--- src/rtl/rcsa_pkg.sv ---
package rcsa_pkg;

  // Row buffer geometry
  localparam int ROW_WIDTH    = 64;
  localparam int ADDR_W       = (ROW_WIDTH > 1) ? $clog2(ROW_WIDTH) : 1;

  // Field widths
  localparam int COORD_W      = 16;
  localparam int LEN_W        = 7;
  localparam int ALPHA_W      = 8;
  // x - row_left needs 17 bits, adding a run offset up to 127 needs one more
  localparam int IDX_W        = COORD_W + 2;

  localparam int SPAN_MAX_LEN = 64;
  localparam logic [ALPHA_W-1:0] ALPHA_MAX = 8'd255;

  // Commands
  localparam logic CMD_ACC   = 1'b0;
  localparam logic CMD_FLUSH = 1'b1;

  // Configuration register indexes
  localparam int CFG_IDX_W = 1;
  localparam logic [CFG_IDX_W-1:0] CFG_ROW_LEFT = 1'd0;
  localparam logic [CFG_IDX_W-1:0] CFG_TOP_ROW  = 1'd1;

  // Shared arithmetic unit operations
  typedef enum logic {
    ALU_ADD_SAT,
    ALU_CMP
  } alu_op_e;

  // Row buffer access request
  typedef struct packed {
    logic               rd_en;
    logic [ADDR_W-1:0]  rd_addr;
    logic               wr_en;
    logic [ADDR_W-1:0]  wr_addr;
    logic [ALPHA_W-1:0] wr_data;
    logic               clr;
  } buf_req_t;

endpackage

--- src/rtl/row_coverage_span_accumulator_core.sv ---
// Channel  | Handshake                  | Payload
// ---------+----------------------------+---------------------------------------------
// input    | in_valid_i / in_ready_o    | command_i pixel_x_i pixel_y_i run_len_i coverage_i
// span     | span_valid_o / span_ready_i| span_x_o span_y_o span_len_o span_alpha_o last_o
// config   | cfg_we_i (no wait)         | cfg_idx_i cfg_wdata_i
//
// An accumulate item with no row change keeps in_ready_o low while it walks its run: a pixel
// outside the buffer is skipped, one inside it is read, then saturating-added and written back.
// A row change, or a flush of an open row, first scans the buffer one cell per cycle while
// no finished span waits for the output slot; a span waiting for the slot stalls the scan.
// in_ready_o is high only while the sequencer is idle; the span output register keeps
// the last span on offer while the next item is taken. Reset clears the valid bits at once.
module row_coverage_span_accumulator_core (
  input  logic                                 clk_i,
  input  logic                                 rst_ni,
  // configuration
  input  logic                                 cfg_we_i,
  input  logic [rcsa_pkg::CFG_IDX_W-1:0]       cfg_idx_i,
  input  logic [rcsa_pkg::COORD_W-1:0]         cfg_wdata_i,
  // input items
  input  logic                                 in_valid_i,
  output logic                                 in_ready_o,
  input  logic                                 command_i,
  input  logic signed [rcsa_pkg::COORD_W-1:0]  pixel_x_i,
  input  logic signed [rcsa_pkg::COORD_W-1:0]  pixel_y_i,
  input  logic [rcsa_pkg::LEN_W-1:0]           run_len_i,
  input  logic [rcsa_pkg::ALPHA_W-1:0]         coverage_i,
  // spans
  output logic                                 span_valid_o,
  input  logic                                 span_ready_i,
  output logic signed [rcsa_pkg::COORD_W-1:0]  span_x_o,
  output logic signed [rcsa_pkg::COORD_W-1:0]  span_y_o,
  output logic [rcsa_pkg::LEN_W-1:0]           span_len_o,
  output logic [rcsa_pkg::ALPHA_W-1:0]         span_alpha_o,
  output logic                                 last_o
);

  typedef enum logic [2:0] {
    ST_IDLE,
    ST_ACC_RD,
    ST_ACC_WR,
    ST_SCAN_EV,
    ST_SCAN_END,
    ST_SCAN_LAST
  } state_e;

  state_e state_q, state_d;

  // configuration
  logic signed [rcsa_pkg::COORD_W-1:0] row_left_q, row_left_d;
  logic signed [rcsa_pkg::COORD_W-1:0] top_row_q, top_row_d;

  // open row
  logic signed [rcsa_pkg::COORD_W-1:0] open_row_q, open_row_d;
  logic                                row_open_q, row_open_d;

  // item in progress
  logic                                cmd_q, cmd_d;
  logic signed [rcsa_pkg::COORD_W-1:0] y_q, y_d;
  logic [rcsa_pkg::ALPHA_W-1:0]        cov_q, cov_d;
  logic [rcsa_pkg::LEN_W-1:0]          rem_q, rem_d;
  logic signed [rcsa_pkg::IDX_W-1:0]   idx_q, idx_d;

  // scan: span being grown and one closed span waiting for its last flag
  logic [rcsa_pkg::ADDR_W-1:0]         ptr_q, ptr_d;
  logic [rcsa_pkg::LEN_W-1:0]          cur_len_q, cur_len_d;
  logic [rcsa_pkg::ALPHA_W-1:0]        cur_alpha_q, cur_alpha_d;
  logic [rcsa_pkg::ADDR_W-1:0]         cur_start_q, cur_start_d;
  logic                                pend_vld_q, pend_vld_d;
  logic [rcsa_pkg::LEN_W-1:0]          pend_len_q, pend_len_d;
  logic [rcsa_pkg::ALPHA_W-1:0]        pend_alpha_q, pend_alpha_d;
  logic [rcsa_pkg::ADDR_W-1:0]         pend_start_q, pend_start_d;

  // span output register
  logic                                out_vld_q, out_vld_d;
  logic signed [rcsa_pkg::COORD_W-1:0] span_x_q, span_x_d;
  logic signed [rcsa_pkg::COORD_W-1:0] span_y_q, span_y_d;
  logic [rcsa_pkg::LEN_W-1:0]          span_len_q, span_len_d;
  logic [rcsa_pkg::ALPHA_W-1:0]        span_alpha_q, span_alpha_d;
  logic                                last_q, last_d;

  rcsa_pkg::buf_req_t                  buf_req;
  logic [rcsa_pkg::ALPHA_W-1:0]        rd_data;
  rcsa_pkg::alu_op_e                   alu_op;
  logic [rcsa_pkg::ALPHA_W-1:0]        alu_b;
  logic [rcsa_pkg::ALPHA_W-1:0]        alu_res;
  logic                                alu_eq;

  logic                                out_free;
  logic                                in_range;
  logic                                extend;
  logic                                closing;
  logic                                stall;
  logic                                finish;
  logic                                push;
  logic                                push_last;

  rcsa_row_buf u_row_buf (
    .clk_i     (clk_i),
    .rst_ni    (rst_ni),
    .req_i     (buf_req),
    .rd_data_o (rd_data)
  );

  // One unit serves both loops: add coverage in ST_ACC_WR, compare cell to span elsewhere.
  assign alu_op = (state_q == ST_ACC_WR) ? rcsa_pkg::ALU_ADD_SAT : rcsa_pkg::ALU_CMP;
  assign alu_b  = (state_q == ST_ACC_WR) ? cov_q : cur_alpha_q;

  rcsa_alu u_alu (
    .op_i  (alu_op),
    .a_i   (rd_data),
    .b_i   (alu_b),
    .res_o (alu_res),
    .eq_o  (alu_eq)
  );

  // The output slot can take a span when empty or when its span leaves this cycle.
  assign out_free = !out_vld_q || span_ready_i;

  assign in_range = !idx_q[rcsa_pkg::IDX_W-1] &&
                    (idx_q[rcsa_pkg::IDX_W-2:0] < (rcsa_pkg::IDX_W-1)'(rcsa_pkg::ROW_WIDTH));

  // Span growth on the cell under evaluation
  assign extend  = (cur_len_q != '0) && alu_eq &&
                   (cur_len_q != rcsa_pkg::LEN_W'(rcsa_pkg::SPAN_MAX_LEN));
  assign closing = (cur_len_q != '0) && !extend;

  always_comb begin
    state_d      = state_q;
    row_left_d   = row_left_q;
    top_row_d    = top_row_q;
    open_row_d   = open_row_q;
    row_open_d   = row_open_q;
    cmd_d        = cmd_q;
    y_d          = y_q;
    cov_d        = cov_q;
    rem_d        = rem_q;
    idx_d        = idx_q;
    ptr_d        = ptr_q;
    cur_len_d    = cur_len_q;
    cur_alpha_d  = cur_alpha_q;
    cur_start_d  = cur_start_q;
    pend_vld_d   = pend_vld_q;
    pend_len_d   = pend_len_q;
    pend_alpha_d = pend_alpha_q;
    pend_start_d = pend_start_q;
    out_vld_d    = out_vld_q;
    span_x_d     = span_x_q;
    span_y_d     = span_y_q;
    span_len_d   = span_len_q;
    span_alpha_d = span_alpha_q;
    last_d       = last_q;
    buf_req      = '0;
    stall        = 1'b0;
    finish       = 1'b0;
    push         = 1'b0;
    push_last    = 1'b0;

    // drop the span once the consumer takes it
    if (span_ready_i) begin
      out_vld_d = 1'b0;
    end

    if (cfg_we_i) begin
      case (cfg_idx_i)
        rcsa_pkg::CFG_ROW_LEFT: row_left_d = cfg_wdata_i;
        rcsa_pkg::CFG_TOP_ROW:  top_row_d  = cfg_wdata_i;
        default: ;
      endcase
    end

    case (state_q)
      ST_IDLE: begin
        if (in_valid_i) begin
          cmd_d      = command_i;
          y_d        = pixel_y_i;
          cov_d      = coverage_i;
          rem_d      = run_len_i;
          idx_d      = {{2{pixel_x_i[rcsa_pkg::COORD_W-1]}}, pixel_x_i}
                     - {{2{row_left_q[rcsa_pkg::COORD_W-1]}}, row_left_q};
          ptr_d      = '0;
          cur_len_d  = '0;
          pend_vld_d = 1'b0;
          if (command_i == rcsa_pkg::CMD_FLUSH) begin
            if (row_open_q) begin
              // start the scan: read cell 0 now, evaluate it next cycle
              buf_req.rd_en = 1'b1;
              state_d       = ST_SCAN_EV;
            end
          end else if (pixel_y_i >= top_row_q) begin
            if (!row_open_q) begin
              row_open_d = 1'b1;
              open_row_d = pixel_y_i;
              state_d    = ST_ACC_RD;
            end else if (open_row_q != pixel_y_i) begin
              buf_req.rd_en = 1'b1;
              state_d       = ST_SCAN_EV;
            end else begin
              state_d = ST_ACC_RD;
            end
          end
        end
      end

      ST_ACC_RD: begin
        if (rem_q == '0) begin
          state_d = ST_IDLE;
        end else if (in_range) begin
          buf_req.rd_en   = 1'b1;
          buf_req.rd_addr = idx_q[rcsa_pkg::ADDR_W-1:0];
          state_d         = ST_ACC_WR;
        end else begin
          // pixel outside the buffer: skip it
          idx_d = idx_q + rcsa_pkg::IDX_W'(1);
          rem_d = rem_q - rcsa_pkg::LEN_W'(1);
        end
      end

      ST_ACC_WR: begin
        buf_req.wr_en   = 1'b1;
        buf_req.wr_addr = idx_q[rcsa_pkg::ADDR_W-1:0];
        buf_req.wr_data = alu_res;
        idx_d           = idx_q + rcsa_pkg::IDX_W'(1);
        rem_d           = rem_q - rcsa_pkg::LEN_W'(1);
        state_d         = ST_ACC_RD;
      end

      ST_SCAN_EV: begin
        // a closing span bumps the waiting one out; hold if the output slot is busy
        stall = closing && pend_vld_q && !out_free;
        if (!stall) begin
          push = closing && pend_vld_q;
          if (closing) begin
            pend_vld_d   = 1'b1;
            pend_len_d   = cur_len_q;
            pend_alpha_d = cur_alpha_q;
            pend_start_d = cur_start_q;
          end
          if (extend) begin
            cur_len_d = cur_len_q + rcsa_pkg::LEN_W'(1);
          end else if (rd_data != '0) begin
            cur_len_d   = rcsa_pkg::LEN_W'(1);
            cur_alpha_d = rd_data;
            cur_start_d = ptr_q;
          end else begin
            cur_len_d = '0;
          end
          if (ptr_q == rcsa_pkg::ADDR_W'(rcsa_pkg::ROW_WIDTH - 1)) begin
            state_d = ST_SCAN_END;
          end else begin
            // advance: read the next cell while this one is evaluated
            buf_req.rd_en   = 1'b1;
            buf_req.rd_addr = ptr_q + rcsa_pkg::ADDR_W'(1);
            ptr_d           = ptr_q + rcsa_pkg::ADDR_W'(1);
          end
        end
      end

      ST_SCAN_END: begin
        if (cur_len_q != '0) begin
          stall = pend_vld_q && !out_free;
          if (!stall) begin
            push         = pend_vld_q;
            pend_vld_d   = 1'b1;
            pend_len_d   = cur_len_q;
            pend_alpha_d = cur_alpha_q;
            pend_start_d = cur_start_q;
            cur_len_d    = '0;
            state_d      = ST_SCAN_LAST;
          end
        end else begin
          state_d = ST_SCAN_LAST;
        end
      end

      ST_SCAN_LAST: begin
        if (pend_vld_q) begin
          stall = !out_free;
          if (!stall) begin
            push       = 1'b1;
            push_last  = 1'b1;
            pend_vld_d = 1'b0;
            finish     = 1'b1;
          end
        end else begin
          finish = 1'b1;
        end
      end

      default: begin
        state_d = ST_IDLE;
      end
    endcase

    if (push) begin
      out_vld_d    = 1'b1;
      span_x_d     = row_left_q + rcsa_pkg::COORD_W'(pend_start_q);
      span_y_d     = open_row_q;
      span_len_d   = pend_len_q;
      span_alpha_d = pend_alpha_q;
      last_d       = push_last;
    end

    if (finish) begin
      buf_req.clr = 1'b1;
      if (cmd_q == rcsa_pkg::CMD_FLUSH) begin
        row_open_d = 1'b0;
        state_d    = ST_IDLE;
      end else begin
        open_row_d = y_q;
        state_d    = ST_ACC_RD;
      end
    end
  end

  always_ff @(posedge clk_i or negedge rst_ni) begin
    if (!rst_ni) begin
      state_q      <= ST_IDLE;
      row_left_q   <= '0;
      top_row_q    <= '0;
      open_row_q   <= '0;
      row_open_q   <= 1'b0;
      cmd_q        <= rcsa_pkg::CMD_ACC;
      y_q          <= '0;
      cov_q        <= '0;
      rem_q        <= '0;
      idx_q        <= '0;
      ptr_q        <= '0;
      cur_len_q    <= '0;
      cur_alpha_q  <= '0;
      cur_start_q  <= '0;
      pend_vld_q   <= 1'b0;
      pend_len_q   <= '0;
      pend_alpha_q <= '0;
      pend_start_q <= '0;
      out_vld_q    <= 1'b0;
      span_x_q     <= '0;
      span_y_q     <= '0;
      span_len_q   <= '0;
      span_alpha_q <= '0;
      last_q       <= 1'b0;
    end else begin
      state_q      <= state_d;
      row_left_q   <= row_left_d;
      top_row_q    <= top_row_d;
      open_row_q   <= open_row_d;
      row_open_q   <= row_open_d;
      cmd_q        <= cmd_d;
      y_q          <= y_d;
      cov_q        <= cov_d;
      rem_q        <= rem_d;
      idx_q        <= idx_d;
      ptr_q        <= ptr_d;
      cur_len_q    <= cur_len_d;
      cur_alpha_q  <= cur_alpha_d;
      cur_start_q  <= cur_start_d;
      pend_vld_q   <= pend_vld_d;
      pend_len_q   <= pend_len_d;
      pend_alpha_q <= pend_alpha_d;
      pend_start_q <= pend_start_d;
      out_vld_q    <= out_vld_d;
      span_x_q     <= span_x_d;
      span_y_q     <= span_y_d;
      span_len_q   <= span_len_d;
      span_alpha_q <= span_alpha_d;
      last_q       <= last_d;
    end
  end

  assign in_ready_o   = (state_q == ST_IDLE);
  assign span_valid_o = out_vld_q;
  assign span_x_o     = span_x_q;
  assign span_y_o     = span_y_q;
  assign span_len_o   = span_len_q;
  assign span_alpha_o = span_alpha_q;
  assign last_o       = last_q;

`ifndef ASSERT_OFF
  // a span on offer always carries coverage and length
  a_span_nonempty: assert property (@(posedge clk_i) disable iff (!rst_ni)
    out_vld_q |-> (span_alpha_q != '0) && (span_len_q != '0))
    else $error("span with zero coverage or zero length");

  // an idle sequencer holds no partial or waiting span
  a_idle_clean: assert property (@(posedge clk_i) disable iff (!rst_ni)
    in_ready_o |-> !pend_vld_q && (cur_len_q == '0))
    else $error("idle with a span left over from the scan");

  // the write-back uses data read in the previous cycle
  a_rmw_order: assert property (@(posedge clk_i) disable iff (!rst_ni)
    (state_q == ST_ACC_WR) |-> $past(buf_req.rd_en))
    else $error("accumulate write without a preceding read");

  // closing a scan hands out the waiting span
  a_last_drains: assert property (@(posedge clk_i) disable iff (!rst_ni)
    (state_q == ST_SCAN_LAST && out_free) |=> !pend_vld_q)
    else $error("waiting span not delivered at end of scan");
`endif

endmodule

--- src/rtl/rcsa_alu.sv ---
// Shared 8-bit unit: saturating add for accumulation, equality compare for span scan.
module rcsa_alu (
  input  rcsa_pkg::alu_op_e                op_i,
  input  logic [rcsa_pkg::ALPHA_W-1:0]     a_i,
  input  logic [rcsa_pkg::ALPHA_W-1:0]     b_i,
  output logic [rcsa_pkg::ALPHA_W-1:0]     res_o,
  output logic                             eq_o
);

  logic [rcsa_pkg::ALPHA_W-1:0] b_op;
  logic [rcsa_pkg::ALPHA_W:0]   sum;
  logic                         cin;

  always_comb begin
    cin  = (op_i == rcsa_pkg::ALU_CMP);
    b_op = cin ? ~b_i : b_i;
    sum  = {1'b0, a_i} + {1'b0, b_op} + {{rcsa_pkg::ALPHA_W{1'b0}}, cin};
    case (op_i)
      rcsa_pkg::ALU_ADD_SAT: begin
        res_o = sum[rcsa_pkg::ALPHA_W] ? rcsa_pkg::ALPHA_MAX : sum[rcsa_pkg::ALPHA_W-1:0];
      end
      default: begin
        res_o = sum[rcsa_pkg::ALPHA_W-1:0];
      end
    endcase
    eq_o = (sum[rcsa_pkg::ALPHA_W-1:0] == '0);
  end

endmodule

--- src/rtl/rcsa_row_buf.sv ---
// Row coverage memory: one write and one registered read port.
// Per-entry valid bits make unwritten cells read as zero; clr empties the row at once.
module rcsa_row_buf (
  input  logic                         clk_i,
  input  logic                         rst_ni,
  input  rcsa_pkg::buf_req_t           req_i,
  output logic [rcsa_pkg::ALPHA_W-1:0] rd_data_o
);

  logic [rcsa_pkg::ALPHA_W-1:0] mem [rcsa_pkg::ROW_WIDTH];
  logic [rcsa_pkg::ROW_WIDTH-1:0] valid_q;
  logic [rcsa_pkg::ALPHA_W-1:0] rd_mem_q;
  logic                         rd_vld_q;

  always_ff @(posedge clk_i) begin
    if (req_i.wr_en) begin
      mem[req_i.wr_addr] <= req_i.wr_data;
    end
    if (req_i.rd_en) begin
      rd_mem_q <= mem[req_i.rd_addr];
    end
  end

  always_ff @(posedge clk_i or negedge rst_ni) begin
    if (!rst_ni) begin
      valid_q  <= '0;
      rd_vld_q <= 1'b0;
    end else begin
      if (req_i.clr) begin
        valid_q <= '0;
      end else if (req_i.wr_en) begin
        valid_q[req_i.wr_addr] <= 1'b1;
      end
      if (req_i.rd_en) begin
        rd_vld_q <= valid_q[req_i.rd_addr];
      end
    end
  end

  assign rd_data_o = rd_vld_q ? rd_mem_q : '0;

endmodule

--- config.mk ---
export PLATFORM = sky130hd
export DESIGN_NAME = row_coverage_span_accumulator_core
export DESIGN_NICKNAME = d
export VERILOG_FILES = /design/src/rtl/rcsa_pkg.sv /design/src/rtl/row_coverage_span_accumulator_core.sv /design/src/rtl/rcsa_alu.sv /design/src/rtl/rcsa_row_buf.sv
export SDC_FILE = /design/constraint.sdc
export NUM_CORES = 1
export LEC_CHECK = 0
export ABC_AREA = 0
export BUFFER_PORTS_ARGS = -buffer_cell sky130_fd_sc_hd__buf_2
export CAP_MARGIN = 20
export CELL_PAD_IN_SITES_DETAIL_PLACEMENT = 0
export CELL_PAD_IN_SITES_GLOBAL_PLACEMENT = 2
export CORE_MARGIN = 2
export CORE_UTILIZATION = 39
export DETAILED_ROUTE_END_ITERATION = 6
export PLACE_DENSITY = 0.82
export SYNTH_ARGS = -nofsm -noshare
export SYNTH_HDL_FRONTEND = slang
export SYNTH_SLANG_ARGS = --single-unit
--- constraint.sdc ---
create_clock -name clk_i -period 4.6 [get_ports clk_i]
set_input_delay 0.92 -clock clk_i [delete_from_list [all_inputs] [get_ports clk_i]]
set_output_delay 0.92 -clock clk_i [all_outputs]
set_load 0.02 [all_outputs]
* Word level (Yosys, flattened, before mapping)
Memory sizes are Yosys's and may differ from the RTL's. A register that Yosys moved wholly into a read port is not among the register bits.
Index checks and enable logic that the tools add are counted.
** Storage, ports and cells
- Register bits after elaboration :: 265
- Memory bits (writable) :: 512
- Bits of input ports :: 70
- Output and inout bits :: 50
- Logic and storage cells :: 212
- Memories kept :: 1
** Memories
- u_row_buf.mem :: words 64, bits a word 8, rd ports 1, clocked after Yosys merged registers in 1, write ports 1, RTL line rcsa_row_buf.sv:10 : logic [rcsa_pkg::ALPHA_W-1:0] mem [rcsa_pkg::ROW_WIDTH];
** Operators by class
- Add/sub/neg operators :: 8
- Order comparisons :: 5
- Eq/ne operators :: 24
- Multiplexer cells :: 108
- Bitwise operators :: 5
- Reduce and logical (&&, ||, !) cells :: 35
** Operators by type and width (count)
- 64-bit two-way mux :: 2
- 16-bit two-way mux :: 7
- 7-bit two-way mux :: 16
- 8-bit two-way mux :: 8
- 64-bit OR :: 1
- 18-bit two-way mux :: 3
- 18-bit one-hot mux with 3 select lines :: 1
- 6-bit two-way mux :: 7
- 7-bit one-hot mux with 3 select lines :: 2
- 1-bit two-way mux :: 37
- 3-bit two-way mux :: 12
- 6-bit one-hot mux with 2 select lines :: 3
- 18-bit by 2-bit adder with 18-bit output (second input constant) :: 1
- 2-bit inequality test (second input constant) :: 9
- 3-bit one-hot mux with 6 select lines :: 1
- 17-bit by 7-bit < comparator with 1-bit output (second input constant) :: 1
- 16-bit by 16-bit subtractor with 17-bit output :: 1
- 16-bit by 6-bit adder with 16-bit output :: 1
- 16-bit >= comparator :: 1
- 16-bit inequality test :: 1
- 8-bit one-hot mux with 2 select lines :: 1
- 15-bit two-way mux :: 1
- 6-bit by 7-bit < comparator with 1-bit output (second input constant) :: 2
- 7-bit one-hot mux with 2 select lines :: 1
- other kinds (39) :: 65

* Longest topological paths before layout
Gate-level depths: netlist of the first run.
- Word-level depth :: 17
- Mapped depth :: 23

* Hierarchy
From an unflattened synthesis of the first run, not the netlist that was laid out.
** Unflattened totals
- Cells, all modules :: 2266
- Area, all modules :: 34245.3 µm²
** By module, submodules not included
- rcsa_row_buf :: times used 1, cells each 1124, area an instance 22848.2 µm², sequential area each 17241.5 µm²
- row_coverage_span_accumulator_core :: times used 1, cells each 1078, area an instance 10903.0 µm², sequential area each 5004.8 µm²
- rcsa_alu :: times used 1, cells each 64, area an instance 494.2 µm², sequential area each 0.0 µm²

* Worst setup path before layout of the first run
No wires, ideal clock.
- Path kind :: register to register
- Start :: register state_q[0]
- End :: register u_row_buf.rd_mem_q[6] (netlist name) (read register of u_row_buf.mem) (data pin)
- Data arrival time :: 4.616 ns
- Data required time :: 4.328 ns
- Setup slack :: -0.288 ns
- Cell stages (with the launch flop) :: 21
- Clock period less this slack :: 4.888 ns
- Cell sequence :: dfrtp_1 -> or3b_1 -> clkbuf_1 -> clkbuf_1 -> nor2_1 -> a21oi_1 -> ha_1 -> o211a_1 -> a221oi_4 -> o21ai_1 -> a211o_1 -> o31a_1 -> buf_4 -> o21ai_4 -> buf_6 -> buf_4 -> mux2i_1 -> mux2i_1 -> o211ai_1 -> o21ai_0 -> or4_1
** On the way
- Word-level cells in the longest chain between the ends :: 15
** RTL lines
- start, declared :: RTL line row_coverage_span_accumulator_core.sv:47 : state_e state_q, state_d;
- start signal, assigned :: RTL line row_coverage_span_accumulator_core.sv:343 : state_q <= state_d;
- 3-bit by 2-bit equality test with 1-bit output :: RTL line row_coverage_span_accumulator_core.sv:106, row_coverage_span_accumulator_core.sv:107
- 8-bit two-way mux :: RTL line row_coverage_span_accumulator_core.sv:107 : assign alu_b = (state_q == ST_ACC_WR) ? cov_q : cur_alpha_q;
- 8-bit inverter :: RTL line rcsa_alu.sv:16 : b_op = cin ? ~b_i : b_i;
- 8-bit two-way mux :: RTL line rcsa_alu.sv:16
- 8-bit by 8-bit adder with 9-bit output :: RTL line rcsa_alu.sv:17 : sum = {1'b0, a_i} + {1'b0, b_op} + {{rcsa_pkg::ALPHA_W{1'b0}}, cin};
- 9-bit by 1-bit adder with 9-bit output :: RTL line rcsa_alu.sv:17
- 8-bit zero test :: RTL line rcsa_alu.sv:26 : eq_o = (sum[rcsa_pkg::ALPHA_W-1:0] == '0);
- 1-bit logical AND (2 in series) :: RTL line row_coverage_span_accumulator_core.sv:124 : assign extend = (cur_len_q != '0) && alu_eq &&
- 1-bit zero test :: RTL line row_coverage_span_accumulator_core.sv:126 : assign closing = (cur_len_q != '0) && !extend;
- 1-bit logical AND :: RTL line row_coverage_span_accumulator_core.sv:126
- 1-bit logical AND (2 in series) :: RTL line row_coverage_span_accumulator_core.sv:230 : stall = closing && pend_vld_q && !out_free;
- 7-bit two-way mux :: RTL line row_coverage_span_accumulator_core.sv:231 : if (!stall) begin
- 1-bit one-hot mux with 3 select lines / 6-bit one-hot mux with 2 select lines (equally long branches) :: RTL line row_coverage_span_accumulator_core.sv:172 : case (state_q)
- end, declared :: RTL line rcsa_row_buf.sv:12 : logic [rcsa_pkg::ALPHA_W-1:0] rd_mem_q;
Parallel ways exist; a longest one is shown, timed or not.
A chain may end at the register's enable or synchronous reset.

* Worst setup path in the final report of the first run
- Start :: register state_q[2]
- End :: register u_row_buf.rd_mem_q[2] (netlist name) (read register of u_row_buf.mem) (data pin)
The elaborated chain is that of the path after synthesis.

==> summary.txt, run 1 <==
Logic synthesis
  – Synth Register Bits: 785
  – Post-synthesis cell count: 2925
  – Post-Syn Area per Cell: 11.81 um2
  – Syn nets: 3049
  – Asr flop ratio synth: 33.76%
  – Number of synthesized flops with an enable pin: 520
  – Seq/Total Area, Yosys: 64.40%
  – Top FF cell, synth: edfxtp_1
  – Mapped cell area: 34540 um2
  – YS warnings: 0
  – Post-synth cell types: 74

Setup path
  – CP max stage delay: 0.52 ns
  – Crit. End Element: register
  – Critical path, cell by cell: or3b_4 > buf_8 > nor2_2 > a21oi_1 > ha_1 > buf_6 > a221oi_4 > buf_4 > o21ai_2 > a211o_1 > o31a_1 > buf_6 > o21ai_4 > buf_12 > buf_4 > nor2_2 > a31oi_1 > a31oi_1 > buf_4 > or4b_1
  – Flop-to-flop setup slack: -0.26 ns
  – Worst path slowest cell: or4b_1
  – WP data required: 4.99 ns
  – Reg2Reg Depth: 20
  – Worst path bufs/invs: 7
  – Crit Path Max Fanout: 6
  – Most numerous cell on the critical path: buf_4
  – Crit path launch type: register
  – Worst path top cell family by delay: compound AO/OA/AOI/OAI gates
  – Worst Path Arrival: 5.25 ns
  – Worst Setup Path Type: reg2reg
  – FF-to-FF End: u_row_buf.rd_mem_q[2]
  – Reg2Reg Launch Point: state_q[2]

Power and ir drop
  – PD cells: 595.6 nW/um2
  – Sequential share of power: 38.7%
  – Switching share of power: 34.57%
  – Clock power frac: 27.7%
  – Comb power frac: 33.6%
  – Leak: 16.75 nW
  – VDD IR-drop max: 0.5283 mV
  – Cell-internal power: 16.42 mW
  – Net Switching: 8.678 mW

Floorplanning
  – DIE AREA: 90970 um2
  – Die X: 301.6 um
  – Core ar.: 88100 um2
  – IO Pins: 120
  – Die Height: 301.6 um
  – Starting Density: 39.21%
  – Rows: 109

Clock network
  – Worst-Skew Late Latency: 0.66 ns
  – CTS root buf: clkbuf_16
  – Hold-fix buffers, CTS: 0
  – TritonCTS buffer count: 85
  – CTS tree: done
  – Clock sink count: 785
  – H-tree depth: 3
  – Clock Path Buffers: 3
  – Clk slew on worst S/H paths: 0.06 ns

STA
  – Endpoints failing setup: 9
  – Hold Fails Final Rpt: 0
  – Clock Skews: 0.03296 ns
  – Slew HR: 23.18%
  – Worst-Margin Slew: 1.148 ns
  – Final Max Slew Viols: 0
  – RSZ-0062 raised after global routing: yes
  – Period minus WS final: 4.861 ns
  – Final setup TNS: -1.925 ns
  – Setup WS post-layout: -0.2613 ns
  – Max frequency: 205.7 MHz
  – WHS: 0.2910 ns
  – Period utilization: 105.7%

Min path
  – Hold Path Class: in2async

Routing
  – Total iterations of the first detailed-routing run: 7
  – Drt total wl: 98540 um
  – WL/cell: 21.93 um
  – DRT antenna net count: 0
  – DR vias/cell: 5.476
  – DR iter-0 viols: 1849
  – Via count: 24610
  – DRC errors left: 0

Outcome
  – Violated checks: negative setup slack
  – Status: complete, but fails checks

Final layout
  – Layout cells sized above 1: 21.91%
  – Nets: 3381
  – Highest-count cells in the layout ignoring fill and taps: 520 x edfxtp_1, 512 x nand2_1, 274 x nor2_1, 265 x dfrtp_1, 208 x buf_4
  – Ant. Diodes: 0
  – Fillcell total: 7870
  – Synthesis-to-layout area growth: 21.99%
  – Final Non-Filler Cells: 4493
  – Design Area, Final: 42140 um2
  – Fin util: 47.83%
  – Most common cell after layout, fill and taps aside: edfxtp_1

Placement
  – GPL Wtd Cong: 0.8869
  – Area after DPL: 38090 um2
  – Final HPWL DP: 66070 um
  – Placed cells: 4279
  – Port bufs: 119

Global routing
  – Largest net degree at the start of global routing: 108
  – GRT overflow: 0
  – Antenna violations before repair: 1
  – Vias in the first global route: 24550
  – First-pass GRT wire length: 150100 um
  – Total Routing Usage GR: 21.59%

Flow run
  – Max_cap viols: 0
## state kept, by name (all words and copies together), names as in the netlist, 3 cells and up
name and count:
cov_q 8, cur_alpha_q 8, cur_len_q 7, cur_start_q 6, idx_q 18, open_row_q 16
pend_alpha_q 8, pend_len_q 7, pend_start_q 6, ptr_q 6, rem_q 7, row_left_q 16
span_alpha_o 8, span_len_o 7, span_x_o 16, span_y_o 16, state_q 3, top_row_q 16
u_row_buf.mem 512, u_row_buf.rd_mem_q 8, u_row_buf.valid_q 64, y_q 16
## timing repair
| action | in CTS | in global routing |
|---|---|---|
| pin swaps | 36 | 33 |
| resized for setup | 101 | 40 |
| endpoints found under the setup margin | 9 | 9 |
| buffers inserted | 28 | 16 |
| cloned | 7 | 2 |
## worst max-delay path by stage
| stage | startpoint | to | slack [ns] | depth (start not counted) |
|---|---|---|---|---|
| after CTS | state_q[0] | u_row_buf.rd_mem_q[6] | -0.18 | 20 |
| after global placement | state_q[2] | u_row_buf.rd_mem_q[7] | -0.49 | 20 |
| after floorplan | state_q[0] | u_row_buf.rd_mem_q[6] | -0.11 | 20 |
| after detailed placement | state_q[2] | u_row_buf.rd_mem_q[7] | -0.58 | 20 |
| after global routing | state_q[2] | u_row_buf.rd_mem_q[2] | -0.40 | 20 |
| final | state_q[2] | u_row_buf.rd_mem_q[2] | -0.26 | 20 |
## synth_stat cells (4+ instances only)
cell       instances  area, um2
a2111oi_0         11      96.34
a211o_1            7      61.31
a211oi_1          37      277.8
a21boi_0          18      135.1
a21o_1            13      97.59
a21oi_1          101      505.5
a22o_1            33      289.0
a22oi_1            6      45.04
a311oi_1          15      131.4
a31oi_1           43      269.0
and2_1            16      100.1
and3_1            39      244.0
buf_1              8      30.03
buf_2             24      120.1
buf_4              8      60.06
clkbuf_1         106      397.9
dfrtp_1          265       6631
edfxtp_1         520      15610
ha_1              51      638.1
inv_1             57      214.0
mux2_2            95       1070
mux2i_1          103       1031
nand2_1          517       1941
nand2b_1          10      62.56
nand3_1          149      745.7
nand3b_1           6      45.04
nand4_1           19      118.9
nand4b_1           4      35.03
nor2_1           287       1077
nor2b_1           24      150.1
nor3_1            29      145.1
nor4_1            10      62.56
o211ai_1           8      60.06
o21a_1             9      67.56
o21ai_0          114      570.6
o22a_1            11      96.34
o22ai_1           31      193.9
o31a_1             5      43.79
o31ai_1            8      60.06
or3_1              4      25.02
or4_1              9      67.56
xnor2_1           38      332.8
xor2_1            11      96.34
## power groups by stage
| stage | clock (mW) | combinational (mW) | sequential [mW] |
|---|---|---|---|
| finish | 6.95 | 8.43 | 9.73 |
| global route | 7.36 | 9.17 | 9.82 |
| CTS | 7.05 | 8.27 | 9.72 |
| detailed placement | 0 | 7.79 | 9.85 |
| global placement | 0 | 7.63 | 9.82 |
| floorplan | 0 | 4.34 | 9.84 |
## worst reg2reg max path: stages (launching register included)
cell      delay (ns)
dfrtp_1         0.37
or3b_4          0.43
buf_8           0.15
nor2_2          0.07
a21oi_1         0.04
ha_1            0.35
buf_6           0.14
a221oi_4        0.33
buf_4           0.18
o21ai_2         0.05
a211o_1         0.31
o31a_1          0.38
buf_6           0.17
o21ai_4         0.22
buf_12          0.16
buf_4           0.13
nor2_2          0.08
a31oi_1         0.21
a31oi_1         0.14
buf_4           0.16
or4b_1          0.52
## routing by layer
metal	wire [um]	global-route usage, %	vias to the layer above	share of wire (%)
li1	-	-	11320	-
met1	42480	28.99	12350	43
met2	47680	35.97	795	48
met3	5556	3.083	141	5.6
met4	2805	7.225	2	2.8
met5	20	0	-	0.020
## cell families after synthesis
family	count (synthesis)	share of synthesized area, %
XOR/XNOR	49	1.242
buffers and inverters	206	2.477
adder cells (fa/ha/maj)	54	2.021
flip-flops	785	64.40
multiplexers	198	6.081
AND/OR/NAND/NOR	1138	14.34
AO/OA/AOI/OAI	495	9.443
## through the flow
step / total power [mW] / setup slack, ns
4_1_cts: 25.05 / -0.1796
3_5_place_dp: 17.64 / -0.5777
6_report: 25.10 / -0.2613
5_1_grt: 26.35 / -0.4032
2_1_floorplan: 14.19 / -0.1057
3_3_place_gp: 17.45 / -0.4939
## cell type report
type	instances	area (um2)	area share [%]
tap	1165	1458	3.459
inverter	57	214.0	0.5077
clock buffer	104	2238	5.312
sequential	785	22250	52.79
clock inverter	54	584.3	1.387
multi-input combinational	1935	12060	28.61
timing repair buffer	393	3343	7.933
(Power assumes the default switching activity.)
==> run 2: changes to the inputs <==
--- a/config.mk
+++ b/config.mk
@@ -6,13 +6,13 @@
 export NUM_CORES = 1
 export LEC_CHECK = 0
 export ABC_AREA = 0
-export BUFFER_PORTS_ARGS = -buffer_cell sky130_fd_sc_hd__buf_2
 export CAP_MARGIN = 20
 export CELL_PAD_IN_SITES_DETAIL_PLACEMENT = 0
 export CELL_PAD_IN_SITES_GLOBAL_PLACEMENT = 2
 export CORE_MARGIN = 2
-export CORE_UTILIZATION = 39
+export CORE_UTILIZATION = 40
 export DETAILED_ROUTE_END_ITERATION = 6
+export DONT_BUFFER_PORTS = 1
 export PLACE_DENSITY = 0.82
 export SYNTH_ARGS = -nofsm -noshare
 export SYNTH_HDL_FRONTEND = slang
==> summary.txt, run 2 (same netlist as run 1, synthesis figures left out) <==
STA
  – Period minus WS final: 4.745 ns (-0.1158 ns)
  – Endpoints failing setup: 9 (unchanged)
  – Final Max Slew Viols: 0 (unchanged)
  – Worst-Margin Slew: 1.117 ns (-0.03083 ns)
  – Clock Skews: 0.03086 ns (-0.002095 ns)
  – Period utilization: 103.2% (-2.5 points)
  – Hold Fails Final Rpt: 0 (unchanged)
  – WHS: 0.2076 ns (-0.08339 ns)
  – Setup WS post-layout: -0.1455 ns (+0.1158 ns)
  – Final setup TNS: -0.8744 ns (+1.051 ns)
  – Slew HR: 25.24% (+2.1 points)
  – Max frequency: 210.7 MHz (+2.4%)
  – RSZ-0062 raised after global routing: yes

Outcome
  – Violated checks: negative setup slack
  – Status: complete, but fails checks

Placement
  – Final HPWL DP: 64030 um (-3.1%)
  – Worst slack, placed: -0.5231 ns (+0.05462 ns)
  – GPL Wtd Cong: 0.9027 (+1.8%)
  – Port bufs: 0 (-100%)
  – Area after DPL: 37270 um2 (-2.2%)
  – Placed cells: 4121 (-3.7%)

Final layout
  – Fin util: 48.61% (+0.77 points)
  – Most common cell after layout, fill and taps aside: edfxtp_1
  – Highest-count cells in the layout ignoring fill and taps: 520 x edfxtp_1, 511 x nand2_1, 278 x nor2_1, 265 x dfrtp_1, 188 x buf_4
  – Number of flip-flops under the largest register name: 512 (unchanged)
  – Final Non-Filler Cells: 4333 (-3.6%)
  – Design Area, Final: 41520 um2 (-1.5%)
  – Layout cells sized above 1: 18.47% (-3.4 points)
  – Largest register by flop count: u_row_buf.mem
  – Nets: 3241 (-4.1%)
  – Ant. Diodes: 0 (unchanged)
  – Top flop regs: u_row_buf.mem: 512 flops, u_row_buf.valid_q: 64 flops, idx_q: 18 flops
  – Synthesis-to-layout area growth: 20.18%

Global routing
  – Total Routing Usage GR: 21.52% (-0.072 points)
  – Most used routing layer: met2
  – Antenna violations before repair: 0 (-1)
  – Met3 Use GR: 3.471% (+0.39 points)
  – Met2 GRT Util: 36.09% (+0.13 points)
  – Vias in the first global route: 24060 (-2.0%)
  – GRT overflow: 0 (unchanged)
  – GRT met1 Usage: 28.84% (-0.15 points)
  – First-pass GRT wire length: 147400 um (-1.8%)
  – Largest net degree at the start of global routing: 266 (+150%)

Routing
  – Via count: 24060 (-2.2%)
  – WL/cell: 22.40 um (+2.1%)
  – DRC errors left: 0 (unchanged)
  – Total iterations of the first detailed-routing run: 6 (-1)
  – Drt total wl: 97070 um (-1.5%)
  – DRT antenna net count: 0 (unchanged)
  – DR iter-0 viols: 2552 (+38%)
  – DR vias/cell: 5.554 (+1.4%)

Setup path
  – Crit. End Element: register
  – Flop-to-flop setup slack: -0.15 ns (+0.12 ns)
  – CP Depth: 18 (-10%)
  – CP max stage delay: 0.44 ns (-0.08 ns)
  – Crit Path Max Fanout: 7 (+1)
  – Most numerous cell on the critical path: buf_6
  – Critical path, cell by cell: or3b_4 > buf_6 > o21a_1 > buf_6 > ha_4 > o211a_1 > a221oi_4 > xor2_1 > nand3b_1 > o31a_1 > buf_6 > o21ai_4 > buf_12 > mux2i_1 > a22o_1 > o22ai_2 > nor3_2 > or4b_1
  – Crit path launch type: register
  – WP data required: 4.99 ns (about the same)
  – Worst Setup Path Type: reg2reg
  – Worst path slowest cell: or4b_1
  – Worst Path Arrival: 5.14 ns (-0.11 ns)
  – Worst path bufs/invs: 4 (-3)
  – Reg2Reg Depth: 18 (-10%)
  – Worst path top cell family by delay: compound AO/OA/AOI/OAI gates

Floorplanning
  – DIE AREA: 88730 um2 (-2.5%)
  – IO Pins: 120 (unchanged)
  – Rows: 107 (-1.8%)
  – Core ar.: 85410 um2 (-3.1%)
  – Die Height: 297.9 um (-1.2%)
  – Die X: 297.9 um (-1.2%)
  – Starting Density: 40.44% (+1.2 points)

Power and ir drop
  – Power Total: 25.11 mW (about the same)
  – PD cells: 604.9 nW/um2 (+1.6%)
  – VDD IR-drop max: 0.4720 mV (-11%)
  – Leak: 16.16 nW (-3.5%)

Clock network
  – H-tree depth: 3 (unchanged)
  – CTS tree: done
  – Worst-Skew Late Latency: 0.65 ns (about the same)
  – CTS root buf: clkbuf_16
  – Clk slew on worst S/H paths: 0.06 ns (about the same)
  – TritonCTS buffer count: 85 (unchanged)
  – Clock sink count: 785 (unchanged)
  – Clock Path Buffers: 3 (unchanged)

Flow run
  – Max_cap viols: 0 (unchanged)

Min path
  – Hold Path Class: in2async
run 2: cell count changes in the layout (fill, tap and decap cells not counted), sizes merged:
cell / before / now
and2: 16 / 17
clkinvlp: 4 / 3
inv: 64 / 60
a21oi: 103 / 102
clkbuf: 106 / 110
clkinv: 33 / 34
bufinv: 10 / 11
buf: 390 / 250
run 2: repair_timing:
item                                   in CTS  in global routing
pin swaps                                  26                 33
endpoints found under the hold margin     245                148
resized for setup                          81                 86
setup endpoints to repair                   9                  9
setup buffers                              24                 19
gates cloned                                7                  2
run 2: per-layer routing:
layer / part of all wire, % / vias up
met1: 42 / 12090
met4: 2.5 / 0
met3: 6.6 / 146
met2: 49 / 835
li1: - / 11000
met5: 0 / -
run 2: worst register-to-register path: stages (launching register included):
cell,delay [ns]
dfrtp_1,0.38
or3b_4,0.41
buf_6,0.14
o21a_1,0.19
buf_6,0.12
ha_4,0.20
o211a_1,0.13
a221oi_4,0.34
xor2_1,0.24
nand3b_1,0.14
o31a_1,0.35
buf_6,0.14
o21ai_4,0.30
buf_12,0.21
mux2i_1,0.20
a22o_1,0.21
o22ai_2,0.12
nor3_2,0.24
or4b_1,0.44
run 2: power by group:
part | leakage [nW] | switching, mW | internal [mW]
combinational | 6.49 | 4.94 | 3.16
clock | 1.43 | 2.84 | 4.23
sequential | 8.24 | 0.838 | 9.10
run 2: layout make-up:
class                           instances  area [um2]
Timing Repair Buffer                  253        2582
Inverter                               57       214.0
Clock inverter                         51       593.1
Clock buffer                          108        2336
Multi-Input combinational cell       1935       12110
Fill cell                            7548       43900
Sequential cell                       785       22250
Tap cell                             1144        1431
run 2: path summary, 6_finish.rpt:
check                          startpoint                    end
min reg2reg                        y_q[4]          open_row_q[4]
min                                rst_ni           span_x_o[11]
max reg2reg                    state_q[0]  u_row_buf.rd_mem_q[2]
max                            state_q[0]  u_row_buf.rd_mem_q[2]
max in group asynchronous          rst_ni               cov_q[5]
min in group clk_i         cfg_wdata_i[6]          row_left_q[6]
